## src/rtl/gpl_pkg.sv

```systemverilog
`timescale 1ns / 1ps
package gpl_pkg;

    localparam int ColWidth   = 10;
    localparam int CountWidth = 16;
    localparam int SumWidth   = 26;
    localparam int QueueDepth = 2;

    localparam logic [2:0] RegImageWidth    = 3'd0;
    localparam logic [2:0] RegMinYellow     = 3'd1;
    localparam logic [2:0] RegMinPostGap    = 3'd2;
    localparam logic [2:0] RegMinSplitCount = 3'd3;
    localparam logic [2:0] RegRedMin        = 3'd4;
    localparam logic [2:0] RegGreenMin      = 3'd5;
    localparam logic [2:0] RegBlueMax       = 3'd6;

    typedef struct packed {
        logic [10:0] image_width;
        logic [15:0] min_yellow_count;
        logic [9:0]  min_post_gap;
        logic [15:0] min_split_count;
        logic [7:0]  red_min;
        logic [7:0]  green_min;
        logic [7:0]  blue_max;
    } t_cfg;

    typedef struct packed {
        logic [CountWidth-1:0] count;
        logic [SumWidth-1:0]   sum;
        logic [SumWidth-1:0]   left_sum;
        logic [CountWidth-1:0] left_count;
        logic [ColWidth-1:0]   widest_gap;
    } t_frame_sum;

    typedef enum logic [2:0] {
        BK_IDLE,
        BK_CHECK,
        BK_DIV_FIRST,
        BK_DIV_SECOND,
        BK_DONE
    } t_back_state;

endpackage

```

## src/rtl/gpl_pix_if.sv

```systemverilog
`timescale 1ns / 1ps
interface gpl_pix_if;
    logic       valid;
    logic       ready;
    logic [7:0] red;
    logic [7:0] green;
    logic [7:0] blue;
    logic [9:0] column;
    logic       frame_end;

    modport source(output valid, red, green, blue, column, frame_end, input ready);
    modport sink(input valid, red, green, blue, column, frame_end, output ready);
endinterface

```

## src/rtl/gpl_res_if.sv

```systemverilog
`timescale 1ns / 1ps
interface gpl_res_if;
    logic        valid;
    logic        ready;
    logic        goal_seen;
    logic        two_posts;
    logic [9:0]  left_column;
    logic [9:0]  right_column;
    logic [9:0]  middle_column;
    logic [15:0] yellow_count;

    modport source(output valid, goal_seen, two_posts, left_column, right_column,
                   middle_column, yellow_count, input ready);
    modport sink(input valid, goal_seen, two_posts, left_column, right_column,
                 middle_column, yellow_count, output ready);
endinterface

```

## src/rtl/gpl_front.sv

```systemverilog
`timescale 1ns / 1ps
module gpl_front #(
    parameter int MAX_SAMPLES = 65535
) (
    input  logic                i_clk,
    input  logic                i_rst_n,
    input  gpl_pkg::t_cfg       i_cfg,
    gpl_pix_if.sink             i_pix,
    input  logic                i_q_full,
    output logic                o_push,
    output gpl_pkg::t_frame_sum o_push_data
);

    localparam int CountLimit = (MAX_SAMPLES > 65535) ? 65535 : MAX_SAMPLES;

    logic [gpl_pkg::ColWidth-1:0]   r_prev;
    logic                           r_have_prev;
    logic [gpl_pkg::SumWidth-1:0]   r_sum;
    logic [gpl_pkg::CountWidth-1:0] r_count;
    logic [gpl_pkg::ColWidth-1:0]   r_gap;
    logic [gpl_pkg::SumWidth-1:0]   r_left_sum;
    logic [gpl_pkg::CountWidth-1:0] r_left_count;

    logic [gpl_pkg::ColWidth-1:0]   n_prev;
    logic                           n_have_prev;
    logic [gpl_pkg::SumWidth-1:0]   n_sum;
    logic [gpl_pkg::CountWidth-1:0] n_count;
    logic [gpl_pkg::ColWidth-1:0]   n_gap;
    logic [gpl_pkg::SumWidth-1:0]   n_left_sum;
    logic [gpl_pkg::CountWidth-1:0] n_left_count;

    logic                           accept;
    logic                           yellow;
    logic [gpl_pkg::ColWidth-1:0]   gap;

    assign i_pix.ready = !i_q_full;
    assign accept      = i_pix.valid && !i_q_full;

    assign yellow = (i_pix.red > i_cfg.red_min) && (i_pix.green > i_cfg.green_min)
                    && (i_pix.blue < i_cfg.blue_max)
                    && (r_count < gpl_pkg::CountWidth'(CountLimit));
    assign gap    = (i_pix.column >= r_prev) ? (i_pix.column - r_prev) : '0;

    always_comb begin
        n_prev       = r_prev;
        n_have_prev  = r_have_prev;
        n_sum        = r_sum;
        n_count      = r_count;
        n_gap        = r_gap;
        n_left_sum   = r_left_sum;
        n_left_count = r_left_count;
        if (yellow) begin
            if (r_have_prev && (gap > r_gap)) begin
                n_gap        = gap;
                n_left_sum   = r_sum;
                n_left_count = r_count;
            end
            n_prev      = i_pix.column;
            n_have_prev = 1'b1;
            n_sum       = r_sum + gpl_pkg::SumWidth'(i_pix.column);
            n_count     = r_count + 16'd1;
        end
    end

    assign o_push                 = accept && i_pix.frame_end;
    assign o_push_data.count      = n_count;
    assign o_push_data.sum        = n_sum;
    assign o_push_data.left_sum   = n_left_sum;
    assign o_push_data.left_count = n_left_count;
    assign o_push_data.widest_gap = n_gap;

    always_ff @(posedge i_clk) begin
        if (!i_rst_n) begin
            r_prev       <= '0;
            r_have_prev  <= 1'b0;
            r_sum        <= '0;
            r_count      <= '0;
            r_gap        <= '0;
            r_left_sum   <= '0;
            r_left_count <= '0;
        end else if (accept) begin
            if (i_pix.frame_end) begin
                r_prev       <= '0;
                r_have_prev  <= 1'b0;
                r_sum        <= '0;
                r_count      <= '0;
                r_gap        <= '0;
                r_left_sum   <= '0;
                r_left_count <= '0;
            end else begin
                r_prev       <= n_prev;
                r_have_prev  <= n_have_prev;
                r_sum        <= n_sum;
                r_count      <= n_count;
                r_gap        <= n_gap;
                r_left_sum   <= n_left_sum;
                r_left_count <= n_left_count;
            end
        end
    end

endmodule

```

## src/rtl/gpl_queue.sv

```systemverilog
`timescale 1ns / 1ps
module gpl_queue (
    input  logic                i_clk,
    input  logic                i_rst_n,
    input  logic                i_push,
    input  gpl_pkg::t_frame_sum i_push_data,
    output logic                o_full,
    input  logic                i_pop,
    output logic                o_valid,
    output gpl_pkg::t_frame_sum o_data
);

    gpl_pkg::t_frame_sum r_mem [gpl_pkg::QueueDepth];
    logic                r_wr;
    logic                r_rd;
    logic [1:0]          r_cnt;

    assign o_full  = (r_cnt == 2'(gpl_pkg::QueueDepth));
    assign o_valid = (r_cnt != 2'd0);
    assign o_data  = r_mem[r_rd];

    always_ff @(posedge i_clk) begin
        if (i_push) begin
            r_mem[r_wr] <= i_push_data;
        end
    end

    always_ff @(posedge i_clk) begin
        if (!i_rst_n) begin
            r_wr  <= 1'b0;
            r_rd  <= 1'b0;
            r_cnt <= '0;
        end else begin
            if (i_push) begin
                r_wr <= !r_wr;
            end
            if (i_pop) begin
                r_rd <= !r_rd;
            end
            if (i_push && !i_pop) begin
                r_cnt <= r_cnt + 2'd1;
            end else if (i_pop && !i_push) begin
                r_cnt <= r_cnt - 2'd1;
            end
        end
    end

`ifndef NO_ASSERTIONS
    a_no_overflow: assert property (@(posedge i_clk) disable iff (!i_rst_n)
        i_push |-> (r_cnt != 2'(gpl_pkg::QueueDepth)) || i_pop)
        else $error("Frame summary written into a full queue.");
    a_no_underflow: assert property (@(posedge i_clk) disable iff (!i_rst_n)
        i_pop |-> r_cnt != 2'd0)
        else $error("Frame summary taken from an empty queue.");
`endif

endmodule

```

## src/rtl/gpl_div.sv

```systemverilog
`timescale 1ns / 1ps
module gpl_div (
    input  logic                           i_clk,
    input  logic                           i_rst_n,
    input  logic                           i_start,
    input  logic [gpl_pkg::SumWidth-1:0]   i_dividend,
    input  logic [gpl_pkg::CountWidth-1:0] i_divisor,
    output logic                           o_done,
    output logic [gpl_pkg::ColWidth-1:0]   o_quotient
);

    logic                           r_busy;
    logic                           r_done;
    logic [3:0]                     r_step;
    logic [gpl_pkg::CountWidth-1:0] r_rem;
    logic [gpl_pkg::CountWidth-1:0] r_dvs;
    logic [gpl_pkg::ColWidth-1:0]   r_q;

    logic [gpl_pkg::CountWidth:0]   trial;
    logic                           fits;

    // The quotient is a mean column and so always fits in ten bits.
    assign trial = {r_rem, r_q[gpl_pkg::ColWidth-1]};
    assign fits  = (trial >= {1'b0, r_dvs});

    assign o_done     = r_done;
    assign o_quotient = r_q;

    always_ff @(posedge i_clk) begin
        if (i_start) begin
            r_rem <= i_dividend[gpl_pkg::SumWidth-1:gpl_pkg::ColWidth];
            r_q   <= i_dividend[gpl_pkg::ColWidth-1:0];
            r_dvs <= i_divisor;
        end else if (r_busy) begin
            r_rem <= fits ? gpl_pkg::CountWidth'(trial - {1'b0, r_dvs})
                          : trial[gpl_pkg::CountWidth-1:0];
            r_q   <= {r_q[gpl_pkg::ColWidth-2:0], fits};
        end
    end

    always_ff @(posedge i_clk) begin
        if (!i_rst_n) begin
            r_busy <= 1'b0;
            r_done <= 1'b0;
            r_step <= '0;
        end else begin
            r_done <= 1'b0;
            if (i_start) begin
                r_busy <= 1'b1;
                r_step <= '0;
            end else if (r_busy) begin
                r_step <= r_step + 4'd1;
                if (r_step == 4'(gpl_pkg::ColWidth - 1)) begin
                    r_busy <= 1'b0;
                    r_done <= 1'b1;
                end
            end
        end
    end

endmodule

```

## src/rtl/gpl_back.sv

```systemverilog
`timescale 1ns / 1ps
module gpl_back #(
    parameter int MAX_WIDTH = 1024
) (
    input  logic                i_clk,
    input  logic                i_rst_n,
    input  gpl_pkg::t_cfg       i_cfg,
    input  logic                i_q_valid,
    input  gpl_pkg::t_frame_sum i_q_data,
    output logic                o_q_pop,
    gpl_res_if.source           o_res
);

    localparam logic [12:0] WidthCap = 13'(MAX_WIDTH);

    gpl_pkg::t_back_state r_state;
    gpl_pkg::t_back_state n_state;

    gpl_pkg::t_frame_sum  r_rec;
    logic                 r_seen;
    logic                 r_two;
    logic [9:0]           r_lc;
    logic [9:0]           r_rc;

    logic                 r_out_valid;
    logic                 r_out_seen;
    logic                 r_out_two;
    logic [9:0]           r_out_left;
    logic [9:0]           r_out_right;
    logic [9:0]           r_out_mid;
    logic [15:0]          r_out_count;

    logic [12:0]          width_eff;
    logic [11:0]          half_wide;
    logic [9:0]           half;
    logic                 c_seen;
    logic                 c_nonzero;
    logic                 c_two;
    logic                 load_out;
    logic [10:0]          mid_sum;

    logic                 div_start;
    logic [gpl_pkg::SumWidth-1:0]   div_dividend;
    logic [gpl_pkg::CountWidth-1:0] div_divisor;
    logic                 div_done;
    logic [9:0]           div_q;

    assign width_eff = ({2'b00, i_cfg.image_width} > WidthCap) ? WidthCap
                                                              : {2'b00, i_cfg.image_width};
    assign half_wide = width_eff[12:1];
    assign half      = (half_wide > 12'd1023) ? 10'd1023 : half_wide[9:0];

    assign c_seen    = (r_rec.count >= i_cfg.min_yellow_count);
    assign c_nonzero = (r_rec.count != '0);
    assign c_two     = (r_rec.widest_gap != '0)
                       && (r_rec.widest_gap >= i_cfg.min_post_gap)
                       && (r_rec.count >= i_cfg.min_split_count)
                       && (r_rec.left_count != '0)
                       && (r_rec.left_count < r_rec.count);

    assign load_out = (r_state == gpl_pkg::BK_DONE) && (!r_out_valid || o_res.ready);
    assign mid_sum  = {1'b0, r_lc} + {1'b0, r_rc};

    gpl_div u_div (
        .i_clk      (i_clk),
        .i_rst_n    (i_rst_n),
        .i_start    (div_start),
        .i_dividend (div_dividend),
        .i_divisor  (div_divisor),
        .o_done     (div_done),
        .o_quotient (div_q)
    );

    always_ff @(posedge i_clk) begin
        if (!i_rst_n) begin
            r_state <= gpl_pkg::BK_IDLE;
        end else begin
            r_state <= n_state;
        end
    end

    always_comb begin
        n_state      = r_state;
        o_q_pop      = 1'b0;
        div_start    = 1'b0;
        div_dividend = r_rec.sum;
        div_divisor  = r_rec.count;
        case (r_state)
            gpl_pkg::BK_IDLE: begin
                if (i_q_valid) begin
                    o_q_pop = 1'b1;
                    n_state = gpl_pkg::BK_CHECK;
                end
            end
            gpl_pkg::BK_CHECK: begin
                if (c_seen && c_nonzero) begin
                    div_start = 1'b1;
                    if (c_two) begin
                        div_dividend = r_rec.left_sum;
                        div_divisor  = r_rec.left_count;
                    end
                    n_state = gpl_pkg::BK_DIV_FIRST;
                end else begin
                    n_state = gpl_pkg::BK_DONE;
                end
            end
            gpl_pkg::BK_DIV_FIRST: begin
                if (div_done) begin
                    if (r_two) begin
                        div_start    = 1'b1;
                        div_dividend = r_rec.sum - r_rec.left_sum;
                        div_divisor  = r_rec.count - r_rec.left_count;
                        n_state      = gpl_pkg::BK_DIV_SECOND;
                    end else begin
                        n_state = gpl_pkg::BK_DONE;
                    end
                end
            end
            gpl_pkg::BK_DIV_SECOND: begin
                if (div_done) begin
                    n_state = gpl_pkg::BK_DONE;
                end
            end
            gpl_pkg::BK_DONE: begin
                if (load_out) begin
                    n_state = gpl_pkg::BK_IDLE;
                end
            end
            default: begin
                n_state = gpl_pkg::BK_IDLE;
            end
        endcase
    end

    always_ff @(posedge i_clk) begin
        if (o_q_pop) begin
            r_rec <= i_q_data;
        end
        if (r_state == gpl_pkg::BK_CHECK) begin
            r_seen <= c_seen;
            r_two  <= c_seen && c_nonzero && c_two;
            r_lc   <= half;
            r_rc   <= half;
        end else if ((r_state == gpl_pkg::BK_DIV_FIRST) && div_done) begin
            r_lc <= div_q;
            r_rc <= div_q;
        end else if ((r_state == gpl_pkg::BK_DIV_SECOND) && div_done) begin
            r_rc <= div_q;
        end
        if (load_out) begin
            r_out_seen  <= r_seen;
            r_out_two   <= r_two;
            r_out_left  <= r_lc;
            r_out_right <= r_rc;
            r_out_mid   <= mid_sum[10:1];
            r_out_count <= r_rec.count;
        end
    end

    always_ff @(posedge i_clk) begin
        if (!i_rst_n) begin
            r_out_valid <= 1'b0;
        end else if (load_out) begin
            r_out_valid <= 1'b1;
        end else if (o_res.ready) begin
            r_out_valid <= 1'b0;
        end
    end

    assign o_res.valid         = r_out_valid;
    assign o_res.goal_seen     = r_out_seen;
    assign o_res.two_posts     = r_out_two;
    assign o_res.left_column   = r_out_left;
    assign o_res.right_column  = r_out_right;
    assign o_res.middle_column = r_out_mid;
    assign o_res.yellow_count  = r_out_count;

`ifndef NO_ASSERTIONS
    a_two_needs_seen: assert property (@(posedge i_clk) disable iff (!i_rst_n)
        o_res.valid && o_res.two_posts |-> o_res.goal_seen)
        else $error("Two posts reported without the goal being seen.");
    a_unseen_centred: assert property (@(posedge i_clk) disable iff (!i_rst_n)
        o_res.valid && !o_res.goal_seen |->
            (o_res.left_column == o_res.right_column)
            && (o_res.middle_column == o_res.left_column))
        else $error("Unseen goal reported with differing columns.");
    a_mid_between: assert property (@(posedge i_clk) disable iff (!i_rst_n)
        o_res.valid && (o_res.left_column <= o_res.right_column) |->
            (o_res.middle_column >= o_res.left_column)
            && (o_res.middle_column <= o_res.right_column))
        else $error("Middle column lies outside the two posts.");
    a_div_done_expected: assert property (@(posedge i_clk) disable iff (!i_rst_n)
        div_done |-> (r_state == gpl_pkg::BK_DIV_FIRST)
                     || (r_state == gpl_pkg::BK_DIV_SECOND))
        else $error("Divider finished while no quotient was awaited.");
`endif

endmodule

```

## src/rtl/goal_post_pair_locator_unit.sv

```systemverilog
`timescale 1ns / 1ps
// Pixel words are taken one per cycle and accumulated on the fly; any word
// stalls while the two-entry summary queue is full, which a run of short
// frames or a result output held not ready can cause. Each frame summary is
// then resolved by a shared ten-step restoring divider: a frame with no goal
// or no yellow samples skips it, a single-post frame uses it once and a
// two-post frame twice, so frames shorter than the back end's work sustain
// one pixel per cycle only while the queue absorbs the difference.
module goal_post_pair_locator_unit #(
    parameter int MAX_WIDTH   = 1024,
    parameter int MAX_SAMPLES = 65535
) (
    input  logic        i_clk,
    input  logic        i_rst_n,
    gpl_pix_if.sink     i_pix,
    gpl_res_if.source   o_res,
    input  logic        psel,
    input  logic        penable,
    input  logic        pwrite,
    input  logic [4:0]  paddr,
    input  logic [31:0] pwdata,
    output logic [31:0] prdata,
    output logic        pready
);

    gpl_pkg::t_cfg       r_cfg;
    logic                q_full;
    logic                q_push;
    gpl_pkg::t_frame_sum q_push_data;
    logic                q_pop;
    logic                q_valid;
    gpl_pkg::t_frame_sum q_data;
    logic                cfg_write;

    assign pready    = 1'b1;
    assign cfg_write = psel && penable && pwrite;

    always_ff @(posedge i_clk) begin
        if (!i_rst_n) begin
            r_cfg.image_width      <= 11'd320;
            r_cfg.min_yellow_count <= 16'd20;
            r_cfg.min_post_gap     <= 10'd22;
            r_cfg.min_split_count  <= 16'd30;
            r_cfg.red_min          <= 8'd175;
            r_cfg.green_min        <= 8'd175;
            r_cfg.blue_max         <= 8'd130;
        end else if (cfg_write) begin
            case (paddr[4:2])
                gpl_pkg::RegImageWidth:    r_cfg.image_width      <= pwdata[10:0];
                gpl_pkg::RegMinYellow:     r_cfg.min_yellow_count <= pwdata[15:0];
                gpl_pkg::RegMinPostGap:    r_cfg.min_post_gap     <= pwdata[9:0];
                gpl_pkg::RegMinSplitCount: r_cfg.min_split_count  <= pwdata[15:0];
                gpl_pkg::RegRedMin:        r_cfg.red_min          <= pwdata[7:0];
                gpl_pkg::RegGreenMin:      r_cfg.green_min        <= pwdata[7:0];
                gpl_pkg::RegBlueMax:       r_cfg.blue_max         <= pwdata[7:0];
                default: begin
                end
            endcase
        end
    end

    always_comb begin
        case (paddr[4:2])
            gpl_pkg::RegImageWidth:    prdata = {21'd0, r_cfg.image_width};
            gpl_pkg::RegMinYellow:     prdata = {16'd0, r_cfg.min_yellow_count};
            gpl_pkg::RegMinPostGap:    prdata = {22'd0, r_cfg.min_post_gap};
            gpl_pkg::RegMinSplitCount: prdata = {16'd0, r_cfg.min_split_count};
            gpl_pkg::RegRedMin:        prdata = {24'd0, r_cfg.red_min};
            gpl_pkg::RegGreenMin:      prdata = {24'd0, r_cfg.green_min};
            gpl_pkg::RegBlueMax:       prdata = {24'd0, r_cfg.blue_max};
            default:                   prdata = '0;
        endcase
    end

    gpl_front #(
        .MAX_SAMPLES (MAX_SAMPLES)
    ) u_front (
        .i_clk       (i_clk),
        .i_rst_n     (i_rst_n),
        .i_cfg       (r_cfg),
        .i_pix       (i_pix),
        .i_q_full    (q_full),
        .o_push      (q_push),
        .o_push_data (q_push_data)
    );

    gpl_queue u_queue (
        .i_clk       (i_clk),
        .i_rst_n     (i_rst_n),
        .i_push      (q_push),
        .i_push_data (q_push_data),
        .o_full      (q_full),
        .i_pop       (q_pop),
        .o_valid     (q_valid),
        .o_data      (q_data)
    );

    gpl_back #(
        .MAX_WIDTH (MAX_WIDTH)
    ) u_back (
        .i_clk     (i_clk),
        .i_rst_n   (i_rst_n),
        .i_cfg     (r_cfg),
        .i_q_valid (q_valid),
        .i_q_data  (q_data),
        .o_q_pop   (q_pop),
        .o_res     (o_res)
    );

endmodule

```

## src/flat_wrapper.sv

```systemverilog
// flat-port wrapper written by rule: the top's interface ports become plain ports
module goal_post_pair_locator_unit_flat 
#(
    parameter int MAX_WIDTH   = 1024,
    parameter int MAX_SAMPLES = 65535
)
  (i_clk, i_rst_n, psel, penable, pwrite, paddr, pwdata, prdata, pready, i_pix_valid, i_pix_red, i_pix_green, i_pix_blue, i_pix_column, i_pix_frame_end, i_pix_ready, o_res_valid, o_res_goal_seen, o_res_two_posts, o_res_left_column, o_res_right_column, o_res_middle_column, o_res_yellow_count, o_res_ready);
  gpl_pix_if i_pix_i ();
  gpl_res_if o_res_i ();
  input  logic i_clk;
  input  logic i_rst_n;
  input  logic psel;
  input  logic penable;
  input  logic pwrite;
  input  logic [4:0] paddr;
  input  logic [31:0] pwdata;
  output logic [31:0] prdata;
  output logic pready;
  input wire logic [$bits(i_pix_i.valid)-1:0] i_pix_valid;
  input wire logic [$bits(i_pix_i.red)-1:0] i_pix_red;
  input wire logic [$bits(i_pix_i.green)-1:0] i_pix_green;
  input wire logic [$bits(i_pix_i.blue)-1:0] i_pix_blue;
  input wire logic [$bits(i_pix_i.column)-1:0] i_pix_column;
  input wire logic [$bits(i_pix_i.frame_end)-1:0] i_pix_frame_end;
  output wire logic [$bits(i_pix_i.ready)-1:0] i_pix_ready;
  output wire logic [$bits(o_res_i.valid)-1:0] o_res_valid;
  output wire logic [$bits(o_res_i.goal_seen)-1:0] o_res_goal_seen;
  output wire logic [$bits(o_res_i.two_posts)-1:0] o_res_two_posts;
  output wire logic [$bits(o_res_i.left_column)-1:0] o_res_left_column;
  output wire logic [$bits(o_res_i.right_column)-1:0] o_res_right_column;
  output wire logic [$bits(o_res_i.middle_column)-1:0] o_res_middle_column;
  output wire logic [$bits(o_res_i.yellow_count)-1:0] o_res_yellow_count;
  input wire logic [$bits(o_res_i.ready)-1:0] o_res_ready;
  assign i_pix_i.valid = i_pix_valid;
  assign i_pix_i.red = i_pix_red;
  assign i_pix_i.green = i_pix_green;
  assign i_pix_i.blue = i_pix_blue;
  assign i_pix_i.column = i_pix_column;
  assign i_pix_i.frame_end = i_pix_frame_end;
  assign i_pix_ready = i_pix_i.ready;
  assign o_res_valid = o_res_i.valid;
  assign o_res_goal_seen = o_res_i.goal_seen;
  assign o_res_two_posts = o_res_i.two_posts;
  assign o_res_left_column = o_res_i.left_column;
  assign o_res_right_column = o_res_i.right_column;
  assign o_res_middle_column = o_res_i.middle_column;
  assign o_res_yellow_count = o_res_i.yellow_count;
  assign o_res_i.ready = o_res_ready;
  goal_post_pair_locator_unit #(.MAX_WIDTH(MAX_WIDTH), .MAX_SAMPLES(MAX_SAMPLES)) u_core (.i_clk(i_clk), .i_rst_n(i_rst_n), .i_pix(i_pix_i), .o_res(o_res_i), .psel(psel), .penable(penable), .pwrite(pwrite), .paddr(paddr), .pwdata(pwdata), .prdata(prdata), .pready(pready));
endmodule
```

## config.mk

```make
export PLATFORM = sky130hd
export DESIGN_NAME = goal_post_pair_locator_unit_flat
export DESIGN_NICKNAME = d
export VERILOG_FILES = /design/src/rtl/gpl_pkg.sv /design/src/rtl/gpl_pix_if.sv /design/src/rtl/gpl_res_if.sv /design/src/rtl/gpl_front.sv /design/src/rtl/gpl_queue.sv /design/src/rtl/gpl_div.sv /design/src/rtl/gpl_back.sv /design/src/rtl/goal_post_pair_locator_unit.sv /design/src/flat_wrapper.sv
export SDC_FILE = /design/constraint.sdc
export NUM_CORES = 1
export LEC_CHECK = 0
export ABC_AREA = 1
export BUFFER_PORTS_ARGS = -buffer_cell sky130_fd_sc_hd__buf_2
export CAP_MARGIN = 20
export CORE_ASPECT_RATIO = 1.25
export CORE_MARGIN = 5
export CORE_UTILIZATION = 62
export CTS_CLUSTER_SIZE = 24
export DETAILED_ROUTE_END_ITERATION = 6
export PLACE_DENSITY = 0.81
export SYNTH_ARGS = -nofsm -noshare
export SYNTH_HDL_FRONTEND = slang
export SYNTH_SLANG_ARGS = --single-unit
```

## constraint.sdc

```tcl
create_clock -name i_clk -period 7.6 [get_ports i_clk]
set_input_delay 0.38 -clock i_clk [delete_from_list [all_inputs] [get_ports i_clk]]
set_output_delay 0.38 -clock i_clk [all_outputs]
set_load 0.02 [all_outputs]
```

==> impl_results.md, run 1 <==
- Worst Hold Class: primary input to flop
- Multi-input gate area: about 14000 um2
- Vias in the first global route: 24.2k
- # diodes: 0
- # hold bufs at CTS: 0
- Setup WS post-layout: 3.23 ns
- Clock Skews: between 0.04 and 0.05 ns
- Filler cell count: about 4k
- Status: finished, violations left
- Clock tree buffer depth: 3
- Die Area: 56200 um2
- Most used DFF post-synth: edfxtp_1
- Violated checks: DRC
- Die H: 264 um
- Total track usage: 27.0%
- Row cnt: 93
- Worst slew pin tran: 1.08 ns
- Max-slew violations: 0
- Mean number of vias per cell: 5.61
- Drt drc: 1
- CORE AREA: 51300 um2
- Routed WL: 77600 um
- Detailed Place HPWL: 54700 um
- Combinational fraction of design power: 39.3%
- Critical Path AT: 4.90 ns
- Max-cap violations: 0
- Worst Setup End Kind: flop
- Worst-path fanout max: 54
- Final Util: 67.9%
- GRT Residual Overflow: 0
- Seq/Total Area, Yosys: 49.3%
- Crit Path Category: flop to flop
- Switch share: 40.0%
- Seq pwr share: between 30% and 40%
- Layout Area Growth over Synthesis: 9.08%
- Post-synth cell types: 58
- Clock sinks: 590
- Resize count post-CTS: 0
- Tcrit/Tclk final: 57.4%
- Crit path time final: 4.37 ns
- Layout cells sized above 1: 7.17%
- Clk root buf: clkbuf_16
- Post-CTS Setup Repair Bufs: 0
- NumNets Final: 4205
- RSZ-0062 raised after global routing: no
- Synth Register Bits: between 500 and 600
- Antenna Violating Nets Remaining: 0
- First-pass GRT wire length: 124000 um
- Internal: 7410 uW
- DR WL/cell: around 17 um
- Maximum vdd drop: around 240 uV
- Async SR Flop Fraction: 0%
- Drt pass-1 iters: 7
- Setup TNS: 0 ns
- Num CTS Buffers: 55
- Cell Area, Synth: 31900 um2
- EDFF count, synth: 394
- Reg area: 15800 um2
- CTS HTree Levels: 2
- Die Wd: 213 um
- Initial antenna violation count: 0
- Required @ worst endpoint: 8.13 ns
- Initial Utilization: 62.2%
- Sw power: 4940 uW
- Syn Area/Cell: 8.21 um2
- Cell Area, Placed: 32900 um2
- Post-route cell area: roughly 35000 um2
- Final hold violations: 0
- Post-Place Setup Slack: 3.14 ns
- # setup viols final: 0
- Vias: 26.2k
- Largest net degree at the start of global routing: 97
- Worst skew pair latency: around 0.64 ns
- I/O Pins: 162
- Final RePlAce weighted congestion: between 0.9 and 1
- Worst slew margin: roughly 28%
- Cells after Synth: 3889
- Worst setup SP type: flop
- Clk pin slew, worst setup/hold paths: 0.07 ns
- DRT iter0 DRCs: 2529
- Power per cell area: 354 nW/um2
- Port Buf Inserts: 126
- Leakage Power: 0.0149 uW
- CTS tree: yes
- Clk pwr share: 23.0%
- Synthesis Warnings: 0
- Achievable frequency: 229 MHz
[area by class of cell]
class,count,share of cell area (%)
multi-input cells,2729,40.0
clock buffers,66,4.22
repair buffers,149,2.33
clock inverters,38,1.14
well taps,665,2.39
flip-flops and latches,590,45.2
inverters,430,4.64
[kinds of logic (layout without fill, tap and decap cells)]
| logic type | after synthesis | after routing | synth area share [%] |
|---|---|---|---|
| buffers and inverters | 585 | 683 | 7.34 |
| other | 2 | 17 | 0.0235 |
| AOI/OAI and AO/OA | 692 | 692 | 12.0 |
| DFF | 590 | 590 | 49.3 |
| xor gates and xnor gates | 75 | 75 | 2.06 |
| and+or+nand+nor | 1774 | 1774 | 22.4 |
| adders and majority gates | 171 | 171 | 6.84 |
[cells in the final DEF, fill, tap and decap left out, drive strengths merged, types with 8 or more instances in the layout]
cell type	Yosys	layout
nand3	179	179
clkbuf	91	66
dfxtp	196	196
xnor2	26	26
o21ai	222	222
o22ai	20	20
buf	64	149
xor2	49	49
clkinv	3	22
conb	2	17
o21a	8	8
edfxtp	394	394
a21oi	335	335
a31oi	8	8
a21o	8	8
o21bai	13	13
o211ai	42	42
nor4	12	12
nand2	1277	1277
nor2	225	225
nand4	28	28
inv	427	436
o221ai	8	8
nor3	39	39
ha	165	165
[state kept, by name (all words and copies together), names as in the netlist, 2 cells and up]
| name | count |
|---|---|
| u_core.u_back.r_state | 3 |
| u_core.u_back.r_rec | 94 |
| u_core.u_front.r_sum | 26 |
| u_core.u_front.r_count | 16 |
| u_core.u_back.u_div.r_step | 4 |
| u_core.u_front.r_gap | 10 |
| u_core.u_queue.r_mem | 188 |
| u_core.u_back.r_lc | 10 |
| u_core.u_back.o_res.yellow_count | 16 |
| u_core.u_front.r_left_sum | 26 |
| u_core.u_queue.r_cnt | 2 |
| u_core.u_back.o_res.left_column | 10 |
| u_core.u_back.o_res.right_column | 10 |
| u_core.u_back.u_div.r_dvs | 16 |
| u_core.u_front.r_left_count | 16 |
| u_core.u_back.o_res.middle_column | 10 |
| u_core.u_front.r_prev | 10 |
| u_core.r_cfg | 77 |
| u_core.u_back.u_div.r_rem | 16 |
| u_core.u_back.u_div.o_quotient | 10 |
| u_core.u_back.r_rc | 10 |
[Yosys cell counts (10+ instances only)]
library cell,count,area [um2]
nor4_1,12,75.1
nand2_1,1272,4770
nor2_1,219,822
dfxtp_1,196,3920
buf_4,24,180
a21oi_1,333,1670
o22ai_1,20,125
ha_1,165,2060
buf_2,33,165
edfxtp_1,394,11800
clkbuf_1,91,342
xor2_1,49,429
inv_2,10,37.5
o21ai_0,188,941
nand3_1,179,896
o211ai_1,42,315
nand4_1,28,175
o21ai_1,33,165
xnor2_1,26,228
o21bai_1,13,97.6
nor3_1,35,175
inv_1,417,1570
[metrics by stage]
step           total power (uW)  cells  hold WS, ns
6_report                  12300   4667       0.0311
5_1_grt                   13100   4667       0.0169
4_1_cts                   12300   4666      0.00646
3_5_place_dp               9440   4562        0.425
3_3_place_gp               9340   4562        0.412
2_1_floorplan              8200   3904        0.400
[metal layers]
metal  track usage [%]  share of wire, %  vias to the layer above
li1                  -                 -                    13000
met1              35.4                40                    11900
met2              45.6                49                     1005
met3              3.77               7.1                      216
met4              10.3               4.3                        0
met5                 0                 0                        -
[power groups by stage]
stage	clock, uW	combinational, uW	sequential, uW
3_5_place_dp	0	4740	4710
6_report	2840	4850	4650
5_1_grt	3020	5430	4690
3_3_place_gp	0	4660	4690
4_1_cts	2870	4780	4640
2_1_floorplan	0	3570	4630
[worst paths after layout]
| kind | startpoint | to | slack, ns | cells past startpoint |
|---|---|---|---|---|
| worst min-delay path | i_pix_column[3] | u_core.u_front.r_prev[3]$_SDFFE_PN0P_ | 0.03 | 3 |
| worst max-delay path | u_core.u_front.r_prev[2]$_SDFFE_PN0P_ | u_core.u_front.r_left_sum[16]$_SDFFE_PN0P_ | 3.23 | 25 |
| worst min register to register | u_core.u_back.r_seen$_DFFE_PP_ | u_core.u_back.o_res.goal_seen$_DFFE_PP_ | 0.44 | 0 |
| worst max register to register | u_core.u_front.r_prev[2]$_SDFFE_PN0P_ | u_core.u_front.r_left_sum[16]$_SDFFE_PN0P_ | 3.23 | 25 |
[critical path, cell delays in order, from the launching register on]
cell     delay (ns)
dfxtp_1        0.33
inv_1          0.04
ha_1           0.33
a21oi_1        0.18
o21ai_0        0.19
nand2_1        0.10
nand2_1        0.09
nand3_1        0.08
nand2_1        0.06
or2_2          0.27
nand3_1        0.09
inv_1          0.06
ha_1           0.28
nand2_1        0.07
nor2_1         0.19
nand4_1        0.11
nand2_1        0.07
inv_1          0.04
nand2_2        0.47
buf_4          0.54
nand2_1        0.10
o21ai_0        0.09
nand2_1        0.07
nand2_1        0.17
nand2_1        0.07
a21oi_1        0.14
Note: power is estimated with default switching activity, not from simulation.
==> run 2, diff against run 1 <==
--- a/config.mk
+++ b/config.mk
@@ -10,10 +10,10 @@
 export CAP_MARGIN = 20
 export CORE_ASPECT_RATIO = 1.25
 export CORE_MARGIN = 5
-export CORE_UTILIZATION = 62
+export CORE_UTILIZATION = 56
 export CTS_CLUSTER_SIZE = 24
 export DETAILED_ROUTE_END_ITERATION = 6
-export PLACE_DENSITY = 0.81
+export PLACE_DENSITY = 0.77
 export SYNTH_ARGS = -nofsm -noshare
 export SYNTH_HDL_FRONTEND = slang
 export SYNTH_SLANG_ARGS = --single-unit
==> constraint.sdc (replaced) <==
create_clock -name i_clk -period 3.8 [get_ports i_clk]
set_input_delay 0.19 -clock i_clk [delete_from_list [all_inputs] [get_ports i_clk]]
set_output_delay 0.19 -clock i_clk [all_outputs]
set_load 0.02 [all_outputs]
==> impl_results.md, run 2 (synthesis results as in run 1) <==
- Crit Path Category: flop to flop
- Largest net degree at the start of global routing: 98 (+1.0%)
- Tcrit/Tclk final: 95.3% (+38 points)
- Critical Path AT: 4.17 ns (-0.73 ns)
- Biggest register: u_core.u_queue.r_mem
- Critical Path Slowest Stage Cell: dfxtp_1
- Required @ worst endpoint: 4.35 ns (-3.78 ns)
- Crit path time final: 3.62 ns (-0.742 ns)
- Final hold violations: 0 (unchanged)
- DRT iter0 DRCs: 2286 (-9.6%)
- CTS HTree Levels: 2 (unchanged)
- Worst Setup End Kind: flop
- Final RePlAce weighted congestion: 0.986 (+2.6%)
- Met1 wire length: 33000 um (+6.8%)
- Largest register FFs: 188 (unchanged)
- Num CTS Buffers: 54 (-1.8%)
- Clk root buf: clkbuf_16
- Worst skew pair latency: 0.65 ns (about the same)
- Clk pin slew, worst setup/hold paths: 0.07 ns (about the same)
- Worst setup SP type: flop
- Post-Place Setup Slack: 0.0982 ns (-3.04 ns)
- Vias in the first global route: 24.3k (+0.25%)
- Total track usage: 24.5% (-2.5 points)
- NumNets Final: 4265 (+1.4%)
- Achievable frequency: 276 MHz (+20%)
- Die Area: 61900 um2 (+10%)
- Slowest stage delay, CP: 0.37 ns (-0.17 ns)
- Highest Signal Layer: met4
- Clock sinks: 590 (unchanged)
- Initial antenna violation count: 0 (unchanged)
- CORE AREA: 56300 um2 (+9.7%)
- Leakage Power: 0.0151 uW (+2.0%)
- Mean number of vias per cell: 5.49 (-2.1%)
- Power per cell area: 692 nW/um2 (+95%)
- Clock tree buffer depth: 3 (unchanged)
- Worst path most repeated cell: nand2_1
- Worst slew pin tran: 1.07 ns (-0.00650 ns)
- Layout Area Growth over Synthesis: 11.9%
- Metal3 WL: 4680 um (-16%)
- Setup WS post-layout: 0.177 ns (-3.06 ns)
- Routed WL: 79900 um (+3.0%)
- # setup viols final: 0 (unchanged)
- I/O Pins: 162 (unchanged)
- Final Util: 63.4% (-4.4 points)
- CTS tree: yes
- Die Wd: 224 um (+5.0%)
- Worst Hold Class: primary input to flop
- Clock Skews: 0.0382 ns (-0.00376 ns)
- Port Buf Inserts: 126 (unchanged)
- # diodes: 0 (unchanged)
- Maximum vdd drop: 532 uV (+120%)
- Drt drc: 0 (-1)
- Die H: 277 um (+5.0%)
- Total power: 24700 uW (+100%)
- Cell family with most CP delay: simple AND/OR/NAND/NOR gates
- Worst-path fanout max: 26 (-52%)
- Row cnt: 97 (+4.3%)
- Routed wl met2: 38600 um (+2.2%)
- GRT Residual Overflow: 0 (unchanged)
- Antenna Violating Nets Remaining: 0 (unchanged)
- Biggest regs: u_core.u_queue.r_mem (188), u_core.u_back.r_rec (94), u_core.r_cfg (77)
- Worst slew margin: 28.4% (+0.43 points)
- Max-cap violations: 0 (unchanged)
- Status: finished clean
- Vias: 26.4k (+0.71%)
- Commonest cells after routing, fill and taps aside: nand2_1, inv_1, edfxtp_1, a21oi_1, nor2_1
- DR WL/cell: 16.6 um (about the same)
- Max-slew violations: 0 (unchanged)
- Layout cells sized above 1: 8.05% (+0.88 points)
- CP bufs+invs: 3 (-1)
- First-pass GRT wire length: 125000 um (+0.99%)
- Most common cell after layout, fill and taps aside: nand2_1
- Drt pass-1 iters: 5 (-2)
- CP Cell Sequence: inv_1, ha_1, a21oi_1, o21ai_1, nand2_1, nand2_1, or2_2, nand3_1, inv_1, ha_1, nand2_1, nor2_2, o211ai_1, nand3_2, nand2_4, clkbuf_16, o21ai_0, nand2_1, nand2_1, nand2_1, a21oi_1
- Detailed Place HPWL: 56000 um (+2.4%)
- Initial Utilization: 56.7% (-5.5 points)
run 2: changes by cell type in the layout (fill, tap and decap cells not counted), sizes merged:
cell,previous run,this run
buf,149,169
bufinv,5,6
clkbuf,66,71
clkinv,22,23
dlygate4sd3,0,37
inv,436,430
nand2,1277,1278
run 2: layer usage:
layer	track usage [%]	vias to the layer above
li1	-	13200
met1	32.4	12100
met2	41.2	917
met3	2.66	216
met4	10.2	0
met5	0	-
run 2: stage by stage:
step,cells,setup TNS (ns),hold WS (ns),cell area (um2)
CTS,4796,0,0.0119,35500
detailed placement,4657,0,0.412,33300
global route,4803,-6.45,0.0473,35700
floorplan,3904,-83.95,0.316,32000
finish,4803,0,0.0441,35700
global placement,4657,0,0.403,33300
run 2: power breakdown:
group / switching, uW / internal, uW
Sequential: 754 / 8550
Clock: 2470 / 3190
Combinational: 6550 / 3220
run 2: final timing paths:
check / cells past startpoint / from / slack, ns / endpoint
setup / recovery: 21 / u_core.u_front.r_prev[3]$_SDFFE_PN0P_ / 0.18 / u_core.u_front.r_left_sum[10]$_SDFFE_PN0P_
hold / removal: 5 / i_pix_valid / 0.04 / u_core.u_front.r_have_prev$_SDFFE_PN0P_
setup reg to reg: 21 / u_core.u_front.r_prev[3]$_SDFFE_PN0P_ / 0.18 / u_core.u_front.r_left_sum[10]$_SDFFE_PN0P_
hold reg to reg: 0 / u_core.u_back.r_seen$_DFFE_PP_ / 0.45 / u_core.u_back.o_res.goal_seen$_DFFE_PP_
run 2: worst min-delay path: stages:
cell	delay, ns
buf_2	0.12
nand2_4	0.05
nor2_1	0.09
buf_4	0.14
a211oi_1	0.04
run 2: final cells by class:
class	count	area [um2]
timing repair buffer	209	1490
tap	742	928
multi-input combinational	2730	14100
clock inverter	34	418
clock buffer	68	1460
sequential	590	15800
inverter	430	1620
fill	4693	20600
run 2: what timing repair did:
action                                 in CTS  in global routing
gates resized for setup                     0                 25
setup endpoints to repair                   0                148
endpoints found under the hold margin      73                  0
buffers inserted                            0                  3
hold buffers                               37                  0
